**config.mk**
```make
export PLATFORM = sky130hd
export DESIGN_NAME = sequential_indicator_sweep_unit
export DESIGN_NICKNAME = d
export VERILOG_FILES = /design/src/sis_pkg.sv /design/src/sis_div.sv /design/src/sis_dp.sv /design/src/sis_ctrl.sv /design/src/sequential_indicator_sweep_unit.sv
export SDC_FILE = /design/constraint.sdc
export NUM_CORES = 2
export LEC_CHECK = 0
export ABC_AREA = 1
export BUFFER_PORTS_ARGS = -buffer_cell sky130_fd_sc_hd__buf_2
export CAP_MARGIN = 10
export CORE_MARGIN = 10
export CORE_UTILIZATION = 60
export CTS_BUF_LIST = sky130_fd_sc_hd__clkbuf_4
export DETAILED_ROUTE_END_ITERATION = 8
export PLACE_DENSITY = 0.77
export SYNTH_ARGS = -nofsm -noshare
export SYNTH_HDL_FRONTEND = slang
export SYNTH_HIERARCHICAL = 1
export SYNTH_SLANG_ARGS = --single-unit
```
**constraint.sdc**
```tcl
create_clock -name clk -period 7.4 [get_ports clk]
set_input_delay 0.37 -clock clk [delete_from_list [all_inputs] [get_ports clk]]
set_output_delay 0.37 -clock clk [all_outputs]
set_load 0.01 [all_outputs]
```
**src/sis_pkg.sv**
```systemverilog
// ----------------------------------------------------------------------------
// sis_pkg: shared types and constants for the indicator sweep unit
// Opcodes, register map, reset values, state encoding and the command and
// status bundles passed between controller and datapath.
// ----------------------------------------------------------------------------
package sis_pkg;

	// Elaboration defaults
	localparam int REGION_DIVISOR_DEF = 5;
	localparam int FRACTION_BITS_DEF  = 16;

	// Field widths
	localparam int STRIP_W = 10;
	localparam int TICKS_W = 16;
	localparam int COLOR_W = 8;
	localparam int POS_W   = 8;
	localparam int ADDR_W  = 5;
	localparam int DATA_W  = 32;

	// Opcodes of an input beat
	localparam logic [1:0] OP_TICK  = 2'd0;
	localparam logic [1:0] OP_SET   = 2'd1;
	localparam logic [1:0] OP_QUERY = 2'd2;

	// Register indexes (byte address / 4)
	localparam logic [2:0] REG_STRIP_LEN = 3'd0;
	localparam logic [2:0] REG_PERIOD    = 3'd1;
	localparam logic [2:0] REG_FADE_IN   = 3'd2;
	localparam logic [2:0] REG_RED       = 3'd3;
	localparam logic [2:0] REG_GREEN     = 3'd4;
	localparam logic [2:0] REG_BLUE      = 3'd5;

	// Register reset values
	localparam logic [STRIP_W-1:0] RST_STRIP_LEN = 10'd60;
	localparam logic [TICKS_W-1:0] RST_PERIOD    = 16'd1200;
	localparam logic [TICKS_W-1:0] RST_FADE_IN   = 16'd250;
	localparam logic [COLOR_W-1:0] RST_RED       = 8'd255;
	localparam logic [COLOR_W-1:0] RST_GREEN     = 8'd120;
	localparam logic [COLOR_W-1:0] RST_BLUE      = 8'd0;

	// Controller states
	typedef enum logic [3:0] {
		ST_IDLE,
		ST_GEOM,
		ST_SETUP,
		ST_FDIV,
		ST_PROD,
		ST_NUM,
		ST_QDIV,
		ST_COLOR,
		ST_OUT
	} state_t;

	// Controller to datapath
	typedef struct packed {
		logic take;
		logic geom;
		logic setup;
		logic fdiv_start;
		logic fdiv_take;
		logic prod;
		logic num;
		logic qdiv_start;
		logic qdiv_take;
		logic color;
		logic load;
	} cmd_t;

	// Datapath to controller
	typedef struct packed {
		logic is_query;
		logic hit;
		logic fade_div;
		logic fac_div;
		logic div_done;
	} stat_t;

endpackage

```
**src/sis_div.sv**
```systemverilog
// ----------------------------------------------------------------------------
// sis_div: radix-2 restoring divider
// Produces FB quotient bits, one per cycle, from a starting remainder that
// is already below the divisor and FB low dividend bits.
// ----------------------------------------------------------------------------
module sis_div #(
	parameter int FB = sis_pkg::FRACTION_BITS_DEF
) (
	input  logic                       clk,
	input  logic                       arst_n,
	input  logic                       start,
	input  logic [sis_pkg::TICKS_W-1:0] rem_init,
	input  logic [FB-1:0]              dividend,
	input  logic [sis_pkg::TICKS_W-1:0] divisor,
	output logic                       done,
	output logic [FB-1:0]              quot
);
	localparam int DW = sis_pkg::TICKS_W;
	localparam int CW = $clog2(FB + 1);

	logic [DW-1:0] rem_q;
	logic [FB-1:0] quo_q;
	logic [DW-1:0] dvs_q;
	logic [CW-1:0] cnt_q;
	logic          busy_q;
	logic          done_q;

	logic [DW:0]   trial;
	logic [DW:0]   diff;
	logic          fits;

	// One restoring step
	assign trial = {rem_q, quo_q[FB-1]};
	assign fits  = trial >= {1'b0, dvs_q};
	assign diff  = trial - {1'b0, dvs_q};

	// Sequence control
	always_ff @(posedge clk or negedge arst_n) begin
		if (!arst_n) begin
			cnt_q  <= '0;
			busy_q <= 1'b0;
			done_q <= 1'b0;
		end else begin
			done_q <= 1'b0;
			if (start) begin
				cnt_q  <= CW'(FB);
				busy_q <= 1'b1;
			end else if (busy_q) begin
				cnt_q <= cnt_q - 1'b1;
				if (cnt_q == CW'(1)) begin
					busy_q <= 1'b0;
					done_q <= 1'b1;
				end
			end
		end
	end

	// Shift dividend bits in, quotient bits out
	always_ff @(posedge clk) begin
		if (start) begin
			rem_q <= rem_init;
			quo_q <= dividend;
			dvs_q <= divisor;
		end else if (busy_q) begin
			rem_q <= fits ? diff[DW-1:0] : trial[DW-1:0];
			quo_q <= {quo_q[FB-2:0], fits};
		end
	end

	assign done = done_q;
	assign quot = quo_q;

endmodule

```
**src/sis_dp.sv**
```systemverilog
// ----------------------------------------------------------------------------
// sis_dp: indicator sweep datapath
// Holds the indicator flags and phases, computes region geometry, fade and
// brightness factor with a shared divider, and owns the result register.
// ----------------------------------------------------------------------------
module sis_dp #(
	parameter int REGION_DIVISOR = sis_pkg::REGION_DIVISOR_DEF,
	parameter int FRACTION_BITS  = sis_pkg::FRACTION_BITS_DEF
) (
	input  logic                        clk,
	input  logic                        arst_n,
	input  sis_pkg::cmd_t               cmd,
	output sis_pkg::stat_t              stat,
	input  logic [1:0]                  opcode,
	input  logic                        side_sel,
	input  logic                        turn_on,
	input  logic [sis_pkg::POS_W-1:0]   region_pos,
	input  logic [sis_pkg::STRIP_W-1:0] strip_length,
	input  logic [sis_pkg::TICKS_W-1:0] blink_period_ms,
	input  logic [sis_pkg::TICKS_W-1:0] fade_in_ms,
	input  logic [sis_pkg::COLOR_W-1:0] base_red,
	input  logic [sis_pkg::COLOR_W-1:0] base_green,
	input  logic [sis_pkg::COLOR_W-1:0] base_blue,
	output logic [sis_pkg::STRIP_W-1:0] led_index,
	output logic [sis_pkg::COLOR_W-1:0] red,
	output logic [sis_pkg::COLOR_W-1:0] green,
	output logic [sis_pkg::COLOR_W-1:0] blue,
	output logic                        drawn
);
	localparam int FB  = FRACTION_BITS;
	localparam int SW  = sis_pkg::STRIP_W;
	localparam int TW  = sis_pkg::TICKS_W;
	localparam int CLW = sis_pkg::COLOR_W;
	localparam int PW  = FB + 1 + SW;
	// Reciprocal of the region divisor, exact for every 10-bit strip length
	localparam int RS    = 20;
	localparam int RECIP = ((1 << RS) + REGION_DIVISOR - 1) / REGION_DIVISOR;
	localparam logic [FB:0] ONE_Q = {1'b1, {FB{1'b0}}};

	// Indicator state
	logic          lon_q, ron_q;
	logic [TW-1:0] lphase_q, rphase_q;

	// Item registers
	logic          side_q;
	logic [SW-1:0] pos_q;
	logic [SW-1:0] rlen_q;
	logic          hit_q;
	logic [SW-1:0] idx_q, k_q, m_q;
	logic [FB:0]   f_q, fac_q;
	logic [PW-1:0] prod_q;
	logic [CLW-1:0] r_q, g_q, b_q;

	// Result register
	logic [SW-1:0]  led_index_q;
	logic [CLW-1:0] red_q, green_q, blue_q;
	logic           drawn_q;

	// Divider
	logic          div_start;
	logic [TW-1:0] div_rem;
	logic [FB-1:0] div_low;
	logic [TW-1:0] div_dvs;
	logic          div_done;
	logic [FB-1:0] div_quot;

	logic [2*SW+RS-1:0] geo_prod;
	logic [TW:0]    lnext, rnext;
	logic [TW-1:0]  ladv, radv;
	logic           me_on, other_on;
	logic [TW-1:0]  other_ph, new_ph;
	logic [TW-1:0]  ph_sel;
	logic           act, hit, fade_zero, fade_full;
	logic [PW-1:0]  kone, num;
	logic [SW:0]    num_hi;
	logic [SW-1:0]  dvs;
	logic           at_rim, under, big;
	logic [FB:0]    fac_direct;
	logic [FB+CLW:0] r_prod, g_prod, b_prod;

	// Phase advance with wrap at the period
	assign lnext = {1'b0, lphase_q} + 1'b1;
	assign rnext = {1'b0, rphase_q} + 1'b1;
	assign ladv  = (lnext >= {1'b0, blink_period_ms}) ? '0 : lnext[TW-1:0];
	assign radv  = (rnext >= {1'b0, blink_period_ms}) ? '0 : rnext[TW-1:0];

	// Switch on or off: sync to the other indicator when it runs
	assign me_on    = side_sel ? ron_q : lon_q;
	assign other_on = side_sel ? lon_q : ron_q;
	assign other_ph = side_sel ? lphase_q : rphase_q;
	assign new_ph   = (turn_on && other_on) ? other_ph : '0;

	// Apply tick and set beats at acceptance
	always_ff @(posedge clk or negedge arst_n) begin
		if (!arst_n) begin
			lon_q    <= 1'b0;
			ron_q    <= 1'b0;
			lphase_q <= '0;
			rphase_q <= '0;
		end else if (cmd.take) begin
			case (opcode)
				sis_pkg::OP_TICK: begin
					if (lon_q) lphase_q <= ladv;
					if (ron_q) rphase_q <= radv;
				end
				sis_pkg::OP_SET: begin
					if (me_on != turn_on) begin
						if (side_sel) begin
							ron_q    <= turn_on;
							rphase_q <= new_ph;
						end else begin
							lon_q    <= turn_on;
							lphase_q <= new_ph;
						end
					end
				end
				default: ;
			endcase
		end
	end

	// Region length by reciprocal multiply
	assign geo_prod = (2*SW+RS)'(strip_length) * (2*SW+RS)'(RECIP);

	// Query qualification and fade selection
	assign ph_sel    = side_q ? rphase_q : lphase_q;
	assign act       = side_q ? ron_q : lon_q;
	assign hit       = act && (rlen_q > SW'(1)) && (pos_q < rlen_q);
	assign fade_zero = ph_sel >= (blink_period_ms >> 1);
	assign fade_full = ph_sel >= fade_in_ms;

	// Factor numerator and shortcut cases
	assign kone       = PW'({k_q, {FB{1'b0}}});
	assign at_rim     = k_q >= m_q;
	assign under      = prod_q < kone;
	assign num        = prod_q - kone;
	assign num_hi     = num[PW-1:FB];
	assign dvs        = m_q - k_q;
	assign big        = num_hi >= {1'b0, dvs};
	assign fac_direct = at_rim ? ((f_q == ONE_Q) ? ONE_Q : '0)
	                           : (under ? '0 : ONE_Q);

	// Color scaling
	assign r_prod = (FB+CLW+1)'(base_red)   * (FB+CLW+1)'(fac_q);
	assign g_prod = (FB+CLW+1)'(base_green) * (FB+CLW+1)'(fac_q);
	assign b_prod = (FB+CLW+1)'(base_blue)  * (FB+CLW+1)'(fac_q);

	// Steer the shared divider
	assign div_start = cmd.fdiv_start | cmd.qdiv_start;
	assign div_rem   = cmd.qdiv_start ? TW'(num_hi) : ph_sel;
	assign div_low   = cmd.qdiv_start ? num[FB-1:0] : '0;
	assign div_dvs   = cmd.qdiv_start ? TW'(dvs) : fade_in_ms;

	sis_div #(.FB(FB)) u_div (
		.clk      (clk),
		.arst_n   (arst_n),
		.start    (div_start),
		.rem_init (div_rem),
		.dividend (div_low),
		.divisor  (div_dvs),
		.done     (div_done),
		.quot     (div_quot)
	);

	// Step through one query
	always_ff @(posedge clk) begin
		if (cmd.take) begin
			side_q <= side_sel;
			pos_q  <= SW'(region_pos);
		end
		if (cmd.geom) begin
			rlen_q <= geo_prod[RS+SW-1:RS];
		end
		if (cmd.setup) begin
			hit_q <= hit;
			m_q   <= rlen_q - SW'(1);
			k_q   <= side_q ? pos_q : (rlen_q - SW'(1) - pos_q);
			idx_q <= side_q ? (strip_length - rlen_q + pos_q) : pos_q;
			f_q   <= fade_zero ? '0 : ONE_Q;
		end
		if (cmd.fdiv_take) begin
			f_q <= {1'b0, div_quot};
		end
		if (cmd.prod) begin
			prod_q <= PW'(f_q) * PW'(m_q);
		end
		if (cmd.num) begin
			fac_q <= fac_direct;
		end
		if (cmd.qdiv_take) begin
			fac_q <= {1'b0, div_quot};
		end
		if (cmd.color) begin
			r_q <= r_prod[FB+CLW-1:FB];
			g_q <= g_prod[FB+CLW-1:FB];
			b_q <= b_prod[FB+CLW-1:FB];
		end
		if (cmd.load) begin
			led_index_q <= hit_q ? idx_q : '0;
			red_q       <= hit_q ? r_q : '0;
			green_q     <= hit_q ? g_q : '0;
			blue_q      <= hit_q ? b_q : '0;
			drawn_q     <= hit_q;
		end
	end

	// Status back to the controller
	always_comb begin
		stat.is_query = (opcode == sis_pkg::OP_QUERY);
		stat.hit      = hit;
		stat.fade_div = hit && !fade_zero && !fade_full;
		stat.fac_div  = !at_rim && !under && !big;
		stat.div_done = div_done;
	end

	assign led_index = led_index_q;
	assign red       = red_q;
	assign green     = green_q;
	assign blue      = blue_q;
	assign drawn     = drawn_q;

endmodule

```
**src/sis_ctrl.sv**
```systemverilog
// ----------------------------------------------------------------------------
// sis_ctrl: indicator sweep controller
// Sequences one beat at a time through the datapath and tracks the result
// register's valid flag.
// ----------------------------------------------------------------------------
module sis_ctrl (
	input  logic           clk,
	input  logic           arst_n,
	input  logic           item_valid,
	output logic           item_ready,
	output logic           result_valid,
	input  logic           result_ready,
	input  sis_pkg::stat_t stat,
	output sis_pkg::cmd_t  cmd
);
	sis_pkg::state_t state_q, state_d;
	logic            out_valid_q;
	logic            free;

	assign free = !out_valid_q || result_ready;

	// Next state
	always_comb begin
		state_d = state_q;
		case (state_q)
			sis_pkg::ST_IDLE: begin
				if (item_valid && stat.is_query) state_d = sis_pkg::ST_GEOM;
			end
			sis_pkg::ST_GEOM: begin
				state_d = sis_pkg::ST_SETUP;
			end
			sis_pkg::ST_SETUP: begin
				if (!stat.hit)         state_d = sis_pkg::ST_OUT;
				else if (stat.fade_div) state_d = sis_pkg::ST_FDIV;
				else                   state_d = sis_pkg::ST_PROD;
			end
			sis_pkg::ST_FDIV: begin
				if (stat.div_done) state_d = sis_pkg::ST_PROD;
			end
			sis_pkg::ST_PROD: begin
				state_d = sis_pkg::ST_NUM;
			end
			sis_pkg::ST_NUM: begin
				state_d = stat.fac_div ? sis_pkg::ST_QDIV : sis_pkg::ST_COLOR;
			end
			sis_pkg::ST_QDIV: begin
				if (stat.div_done) state_d = sis_pkg::ST_COLOR;
			end
			sis_pkg::ST_COLOR: begin
				state_d = sis_pkg::ST_OUT;
			end
			sis_pkg::ST_OUT: begin
				if (free) state_d = sis_pkg::ST_IDLE;
			end
			default: begin
				state_d = sis_pkg::ST_IDLE;
			end
		endcase
	end

	// Commands
	always_comb begin
		cmd        = '0;
		item_ready = 1'b0;
		case (state_q)
			sis_pkg::ST_IDLE: begin
				item_ready = 1'b1;
				cmd.take   = item_valid;
			end
			sis_pkg::ST_GEOM:  cmd.geom = 1'b1;
			sis_pkg::ST_SETUP: begin
				cmd.setup      = 1'b1;
				cmd.fdiv_start = stat.fade_div;
			end
			sis_pkg::ST_FDIV:  cmd.fdiv_take = stat.div_done;
			sis_pkg::ST_PROD:  cmd.prod = 1'b1;
			sis_pkg::ST_NUM: begin
				cmd.num        = 1'b1;
				cmd.qdiv_start = stat.fac_div;
			end
			sis_pkg::ST_QDIV:  cmd.qdiv_take = stat.div_done;
			sis_pkg::ST_COLOR: cmd.color = 1'b1;
			sis_pkg::ST_OUT:   cmd.load = free;
			default: ;
		endcase
	end

	// State and result valid
	always_ff @(posedge clk or negedge arst_n) begin
		if (!arst_n) begin
			state_q     <= sis_pkg::ST_IDLE;
			out_valid_q <= 1'b0;
		end else begin
			state_q <= state_d;
			if (cmd.load)        out_valid_q <= 1'b1;
			else if (result_ready) out_valid_q <= 1'b0;
		end
	end

	assign result_valid = out_valid_q;

endmodule

```
**src/sequential_indicator_sweep_unit.sv**
```systemverilog
// ----------------------------------------------------------------------------
// sequential_indicator_sweep_unit: left/right LED turn indicator sweep
// Keeps two blinking indicators in phase and answers pixel queries with the
// faded color of one LED in the indicator's region of the strip.
// ----------------------------------------------------------------------------
// Usage:
//   Input channel (item_valid/item_ready) carries one beat: a millisecond
//   tick, an on/off set for one side, or a pixel query. Only a query yields
//   a result beat on the output channel (result_valid/result_ready).
//   Tick and set beats are applied as they are taken. A query takes two
//   passes of the bit-serial divider, one quotient bit per cycle, for the
//   fade ramp and the brightness factor; passes are skipped when the fade
//   or factor is zero or full.
//   A finished result sits in the output register; while the receiver
//   stalls, further tick and set beats are still taken, and a new query
//   waits in its last step until the register frees.
//   Reset clears both indicators to off with phase 0, empties the output
//   register and loads the register defaults; there is no clearing pass.
//   User must write registers via APB port with no beat in flight; unenforced.
// ----------------------------------------------------------------------------
module sequential_indicator_sweep_unit #(
	parameter int REGION_DIVISOR = sis_pkg::REGION_DIVISOR_DEF,
	parameter int FRACTION_BITS  = sis_pkg::FRACTION_BITS_DEF
) (
	input  logic                        clk,
	input  logic                        arst_n,
	// Config port
	input  logic                        psel,
	input  logic                        penable,
	input  logic                        pwrite,
	input  logic [sis_pkg::ADDR_W-1:0]  paddr,
	input  logic [sis_pkg::DATA_W-1:0]  pwdata,
	output logic [sis_pkg::DATA_W-1:0]  prdata,
	output logic                        pready,
	// Input channel
	input  logic                        item_valid,
	output logic                        item_ready,
	input  logic [1:0]                  opcode,
	input  logic                        side_sel,
	input  logic                        turn_on,
	input  logic [sis_pkg::POS_W-1:0]   region_pos,
	// Result channel
	output logic                        result_valid,
	input  logic                        result_ready,
	output logic [sis_pkg::STRIP_W-1:0] led_index,
	output logic [sis_pkg::COLOR_W-1:0] red,
	output logic [sis_pkg::COLOR_W-1:0] green,
	output logic [sis_pkg::COLOR_W-1:0] blue,
	output logic                        drawn
);
	localparam int DW = sis_pkg::DATA_W;

	logic [sis_pkg::STRIP_W-1:0] strip_length_q;
	logic [sis_pkg::TICKS_W-1:0] period_q;
	logic [sis_pkg::TICKS_W-1:0] fade_in_q;
	logic [sis_pkg::COLOR_W-1:0] red_cfg_q, green_cfg_q, blue_cfg_q;
	logic [2:0]                  reg_idx;
	logic                        wr_en;

	sis_pkg::cmd_t  cmd;
	sis_pkg::stat_t stat;

	assign pready  = 1'b1;
	assign reg_idx = paddr[sis_pkg::ADDR_W-1:2];
	assign wr_en   = psel && penable && pwrite;

	// Register writes
	always_ff @(posedge clk or negedge arst_n) begin
		if (!arst_n) begin
			strip_length_q <= sis_pkg::RST_STRIP_LEN;
			period_q       <= sis_pkg::RST_PERIOD;
			fade_in_q      <= sis_pkg::RST_FADE_IN;
			red_cfg_q      <= sis_pkg::RST_RED;
			green_cfg_q    <= sis_pkg::RST_GREEN;
			blue_cfg_q     <= sis_pkg::RST_BLUE;
		end else if (wr_en) begin
			case (reg_idx)
				sis_pkg::REG_STRIP_LEN: strip_length_q <= pwdata[sis_pkg::STRIP_W-1:0];
				sis_pkg::REG_PERIOD:    period_q       <= pwdata[sis_pkg::TICKS_W-1:0];
				sis_pkg::REG_FADE_IN:   fade_in_q      <= pwdata[sis_pkg::TICKS_W-1:0];
				sis_pkg::REG_RED:       red_cfg_q      <= pwdata[sis_pkg::COLOR_W-1:0];
				sis_pkg::REG_GREEN:     green_cfg_q    <= pwdata[sis_pkg::COLOR_W-1:0];
				sis_pkg::REG_BLUE:      blue_cfg_q     <= pwdata[sis_pkg::COLOR_W-1:0];
				default: ;
			endcase
		end
	end

	// Register reads
	always_comb begin
		case (reg_idx)
			sis_pkg::REG_STRIP_LEN: prdata = DW'(strip_length_q);
			sis_pkg::REG_PERIOD:    prdata = DW'(period_q);
			sis_pkg::REG_FADE_IN:   prdata = DW'(fade_in_q);
			sis_pkg::REG_RED:       prdata = DW'(red_cfg_q);
			sis_pkg::REG_GREEN:     prdata = DW'(green_cfg_q);
			sis_pkg::REG_BLUE:      prdata = DW'(blue_cfg_q);
			default:                prdata = '0;
		endcase
	end

	sis_ctrl u_ctrl (
		.clk          (clk),
		.arst_n       (arst_n),
		.item_valid   (item_valid),
		.item_ready   (item_ready),
		.result_valid (result_valid),
		.result_ready (result_ready),
		.stat         (stat),
		.cmd          (cmd)
	);

	sis_dp #(
		.REGION_DIVISOR (REGION_DIVISOR),
		.FRACTION_BITS  (FRACTION_BITS)
	) u_dp (
		.clk             (clk),
		.arst_n          (arst_n),
		.cmd             (cmd),
		.stat            (stat),
		.opcode          (opcode),
		.side_sel        (side_sel),
		.turn_on         (turn_on),
		.region_pos      (region_pos),
		.strip_length    (strip_length_q),
		.blink_period_ms (period_q),
		.fade_in_ms      (fade_in_q),
		.base_red        (red_cfg_q),
		.base_green      (green_cfg_q),
		.base_blue       (blue_cfg_q),
		.led_index       (led_index),
		.red             (red),
		.green           (green),
		.blue            (blue),
		.drawn           (drawn)
	);

endmodule

```
### Word level (Yosys, flattened, before mapping)

Cells that the tools add are included.

* add/sub/neg operators: 10
* $mul: 5
* divide/modulo/power cells: 0
* $lt $le $gt $ge: 10
* eq/ne operators: 27
* shifts and indexed selects: 0
* multiplexer cells: 63
* bitwise operators: 2
* reduce and logical (&&, ||, !) cells: 36

Operator list (count)
* $mux W16: 22
* $pmux W16 S6: 1
* $mul A8 B17 Y24: 3
* $mux W17: 4
* $pmux W16 S2: 2
* $ge A17 B16 Y1: 3
* $pmux W4 S9: 1
* $add A16 B1 Y17 const B: 2
* $lt A27 B26 Y1: 1
* $mul A17 B10 Y27: 1
* $sub A27 B26 Y27: 1
* $mul A10 B16 Y26 const B: 1
* $mux W1: 20
* $mux W4: 5
* $sub A10 B8 Y10: 2
* $eq A17 B17 Y1 const B: 1
* $eq A4 B3 Y1 const B: 4
* $ge A16 B15 Y1: 1
* $ge A16 B16 Y1: 1
* $mux W8: 2
* $sub A16 B16 Y16: 1
* $ne A2 B1 Y1 const B: 7
* $reduce_and A2 Y1: 6
* $reduce_and A4 Y1: 3
* 33 further kinds: 58

* register bits: 328
* bits in latches: 0
* RAM bits: 0
* ROM bits: 0
* input bits: 56
* output and inout port bits: 70
* logic and storage cells: 194
* memories: 0

### Depth between registers and ports, before layout

* depth after elaboration: 8
* gate-level depth with buffers: 29
* gate-level depth less buffers: 25

### Modules after synthesis

Netlist, hierarchy kept.

Modules (own cells, without submodules)
* sis_dp: times used 1, cells an instance 4622, area each 34533.1 µm², sequential area each 5845.6 µm²
* sis_div: times used 1, cells an instance 446, area each 3508.4 µm², sequential area each 1616.6 µm²
* sequential_indicator_sweep_unit: times used 1, cells an instance 420, area each 3452.1 µm², sequential area each 1684.1 µm²
* sis_ctrl: times used 1, cells an instance 70, area each 416.6 µm², sequential area each 125.1 µm²

### Least setup slack after synthesis

OpenSTA, ideal clock, no wires.

* kind: reg2reg
* start point: register u_dp.m_q[0]
* end point: register u_dp.u_div.quo_q[0], in the netlist u_dp/u_div/quot[0] (enable)
* setup time: 391 ps
* data arrival time: 5005 ps
* required time: 7009 ps
* path slack: 2004 ps
* stages on the path, launching flop included: 26
* path buffers: 5
* clock period less this slack: 5396 ps
* path through: edfxtp_1 -> clkbuf_1 -> clkbuf_1 -> inv_1 -> ha_1 -> fa_1 -> o21ai_0 -> a21boi_0 -> xor2_1 -> ha_1 -> a21oi_1 -> o21a_1 -> nand2_1 -> nand2_1 -> nand2_1 -> o21bai_1 -> nand4_1 -> nor2_1 -> inv_1 -> nor2_1 -> clkbuf_1 -> or2_2 -> clkbuf_1 -> inv_1 -> clkbuf_1 -> nand2_1

RTL lines
* start: declaration: line sis_dp.sv:49 `logic [SW-1:0] idx_q, k_q, m_q;`
* start signal: assignment: line sis_dp.sv:176 `m_q <= rlen_q - SW'(1);`
* end signal: assignment: line sis_div.sv:62 `quo_q <= dividend;`
* end signal: assignment: line sis_div.sv:66 `quo_q <= {quo_q[FB-2:0], fits};`
* end: declaration: line sis_div.sv:22 `logic [FB-1:0] quo_q;`

### Worst setup path in the final report

* start point: register u_dp.m_q[2]
* end point: register u_dp.prod_q[19], data pin

* longest elaborated chain between the ends: 1

Ends and longest elaborated chain
* $mul A17 B10 Y27: line sis_dp.sv:185 `prod_q <= PW'(f_q) * PW'(m_q);`
* end signal: assignment: line sis_dp.sv:185
* end: declaration: line sis_dp.sv:51 `logic [PW-1:0] prod_q;`

Every way passes these cells.
A chain may end at the register's enable or synchronous reset.

==> run metrics <==
outcome=completed; GPL Wtd Cong=0.9729; setup TNS=0 ps; Final ANT Viol Nets=0; combinational fraction of design power=roughly three quarters; Int Power=around 9.6 mW; die height=284.3 um; Post-Synth XOR/XNOR Area=~2.3%; RSZ-0062 raised after global routing=false; Flop pwr share=18.2%; CTS buffer count=93; MaxCap Viol Count=0; Starting DRT DRC Count=~3100; VDD IR max=between 0.0007 and 0.0008 V; TritonRoute pass-1 iters=7; DP HPWL=a little over 80000 um; period utilization=around 75%; Peak Freq=0.1811 GHz; final wirelength=between 100000 and 150000 um; ratio of cells with drive above 1 in the final layout=under 10%; shortest period the worst path allows=5522 ps; switch share=between 50% and 60%; worst-margin pin slew=around 1200 ps; clock buffer depth=3; cell area power density=around 470 nW/um^2; average wire per standard cell=about 16 um; # DRC=0; initial antenna violation count=2; complex-gate fraction of the synthesized area=under 10%; Post-synth ARST share=34.25%; Crit path largest cell delay=roughly 920 ps; CTS H-tree depth=3; grt ovf=0; Worst Setup Path Type=flip-flop to flip-flop; Synth Cell Area=between 40000 and 50000 sq um; routed vias/inst=5.330; post-synthesis sequential area ratio=between 20% and 30%; Hold Violations, Final=0; HP Class=input port to asynchronous set/reset pin; site row count=96; multiplexer area fraction after synthesis=less than 1%; DP Area=roughly 43000 sq um; Final Cell Area=~44000 sq um; via count=approximately 35000; Pins Over Slew Limit=0; Initial Util=60.79%; number of flops mapped to enable cells by yosys=about 210; Buf/Inv on CP=5; CTS tree=yes; main combinational cell family by area after synthesis=adder cells; fin nets=between 6000 and 7000; cell family with most CP delay=adder cells; CTS Root Cell=clkbuf_4; setup violators final=0; area grow syn2layout=5.684%; GRT Util Overall=a little over a quarter; crit-path max FO=18; IO Port Bufs=90; CP max stage cell=edfxtp_1; synthesis warning total=6; vias in the first global route=34770; Post-Synth Adder-Cell Area=approximately a third; worst skew pair latency=870 ps; clock transition at the registers of the reported paths=roughly 70 ps; count of state elements after synthesis=between 300 and 400; WP data arrival=6100 ps; R2R Setup Slk=about 1900 ps; startpoint types=flip-flop; post-synthesis simple-gate area fraction=22.24%; Distinct cells, synth=64; Slew Limit Headroom=about a fifth; Worst setup EP type=flip-flop; Clk pwr share=roughly 8.5%; clk sink count=~330; syn avg cell area=around 7.5 sq um; num ports=between 100 and 150; Post-Syn Instances=roughly 5600; Die W=284.3 um; first-pass GRT wire length=about 180000 um; Top FF cell, synth=edfxtp_1; leakage=between 20 and 30 nW; die area=approximately 81000 sq um; Switch Pwr=around 11 mW; largest net degree at the start of global routing=66; Layout Skew=78.84 ps; CP Cell Sequence=nand2_1 -> fa_1 -> inv_1 -> fa_1 -> inv_1 -> fa_1 -> inv_1 -> fa_1 -> inv_1 -> fa_1 -> inv_1 -> ha_1 -> a21oi_1 -> o21ai_0 -> a21oi_1 -> o21ai_0 -> a21oi_1 -> xnor2_1; area of the core=between 60000 and 70000 sq um; CP required=roughly 8000 ps
-- flip-flops by register name, indices dropped and copies added, names as in the netlist, 9 cells and up --
| name | flops |
|---|---|
| fade_in_q | 16 |
| u_dp/u_div/rem_q | 16 |
| u_dp/lphase_q | 16 |
| u_dp/idx_q | 10 |
| u_dp/rphase_q | 16 |
| u_dp/f_q | 17 |
| u_dp/k_q | 10 |
| strip_length_q | 10 |
| period_q | 16 |
| u_dp/fac_q | 17 |
| u_dp/led_index | 10 |
| u_dp/u_div/dvs_q | 16 |
| u_dp/u_div/quot | 16 |
| u_dp/prod_q | 27 |
| u_dp/m_q | 9 |
-- Yosys cell counts (6+ instances only) --
cell / instances / share of area [%]
nand3_1: 193 / 2.3
buf_6: 7 / 0.19
o211ai_1: 10 / 0.18
buf_2: 20 / 0.24
a31oi_1: 24 / 0.36
a21o_1: 25 / 0.45
a21boi_0: 11 / 0.20
fa_1: 421 / 20
a21boi_1: 16 / 0.29
nand3b_1: 22 / 0.39
inv_2: 10 / 0.090
nand4_1: 92 / 1.4
xor2_1: 81 / 1.7
o21ai_2: 17 / 0.36
nor4_1: 11 / 0.16
o22ai_1: 6 / 0.090
o21ai_1: 15 / 0.18
o21a_1: 7 / 0.13
nand2_1: 1527 / 14
xnor2_1: 27 / 0.56
clkbuf_1: 150 / 1.3
inv_1: 1341 / 12
dfrtp_1: 86 / 5.1
buf_4: 26 / 0.47
o21ai_0: 164 / 2.0
nor3_1: 49 / 0.59
ha_1: 394 / 12
nor2_2: 10 / 0.15
nand2_4: 6 / 0.16
nor2_1: 266 / 2.4
edfxtp_1: 213 / 15
dfstp_2: 26 / 1.6
o21bai_1: 15 / 0.27
nand2_2: 25 / 0.37
a21oi_1: 189 / 2.3
or2_2: 9 / 0.13
-- final timing paths --
path,start,to,depth (start not counted)
max,u_dp/m_q[2]$_DFFE_PP_,u_dp/prod_q[19]$_DFFE_PP_,18
min,arst_n,u_dp/rphase_q[12]$_DFFE_PN0P_,2
max reg2reg,u_dp/m_q[2]$_DFFE_PP_,u_dp/prod_q[19]$_DFFE_PP_,18
min reg2reg,u_dp/u_div/cnt_q[3]$_DFFE_PN0P_,u_dp/u_div/cnt_q[3]$_DFFE_PN0P_,1
max in group asynchronous,arst_n,u_dp/u_div/cnt_q[1]$_DFFE_PN0P_,3
min in group clk,penable,strip_length_q[5]$_DFFE_PN1P_,5
-- layout by cell type (no fill, tap or decap), types with 16 or more instances in the layout --
cell	synthesis	final
fa_1	421	421
inv_1	1341	1341
a21oi_1	189	189
ha_1	394	394
o21ai_0	164	164
dfstp_2	26	26
nand2_1	1527	1527
a31oi_1	24	24
nor2_1	266	262
nand3_1	193	193
nand4_1	92	92
edfxtp_1	213	213
clkbuf_4	0	133
dlygate4sd3_1	0	29
buf_4	26	25
dfrtp_1	86	86
xnor2_1	27	27
nand3b_1	22	22
a21o_1	25	25
nor3_1	49	49
o21ai_2	17	17
a21boi_1	16	16
nand2_2	25	25
conb_1	2	17
xor2_1	81	81
buf_2	20	89
clkinv_1	0	21
-- kinds of logic after synthesis --
logic type,after synthesis
and+or+nand+nor,2230
muxes,1
DFF,327
xor gates and xnor gates,108
AOI/OAI and AO/OA,512
buffers and inverters,1563
other,2
adders and majority gates,815
-- power groups by stage --
stage,logic (mW),clock network [mW],registers [mW]
floorplan,11.7,0,3.30
global placement,14.7,0,3.75
global route,17.4,1.92,3.80
finish,15.2,1.76,3.75
detailed placement,15.0,0,3.76
CTS,15.1,1.82,3.73
-- per-layer routing --
layer  track usage [%]  part of all wire (%)  vias to the layer above
met5                 0                     0                        -
met4             9.776                   3.4                        0
met3             4.141                   7.3                      225
met2             43.86                    47                     1317
met1             35.23                    43                    16650
li1                  -                     -                    17020
-- stage by stage --
stage	hold slack [ps]	total power [mW]	cells	setup slack [ps]	util, %
global placement	453.9	18.47	6407	1929	62.04
floorplan	74.41	15.00	5573	2004	-
detailed placement	464.3	18.72	6407	1956	62.04
CTS	33.27	20.64	6602	1910	64.23
finish	108.2	20.66	6605	1878	64.24
global route	84.38	23.14	6605	1544	64.24
-- repair_timing --
action | 4_1_cts | 5_1_grt
hold buffers | 29 | 0
buffers inserted | 0 | 0
endpoints found under the hold margin | 127 | 0
gates resized for setup | 0 | 0
-- worst reg2reg max path, delay by kind of cell (launching register included) --
family / cells / cell delay, ps
adder cells (fa/ha/maj): 6 / 2860
AND/OR/NAND/NOR: 1 / 180
flip-flops: 1 / 920
buffers and inverters: 5 / 250
XOR/XNOR: 1 / 90
AO/OA/AOI/OAI: 5 / 960
-- final cells by class --
class | instances | area [sq um]
clock buffers | 133 | 998.5
fillers | 6136 | 24650
clock inverters | 33 | 220.2
inverters | 1352 | 5077
diodes | 3 | 7.507
multi-input cells | 3683 | 26630
repair buffers | 143 | 923.4
well taps | 931 | 1165
flip-flops and latches | 327 | 9271
Note: power is estimated with default switching activity, not from simulation.
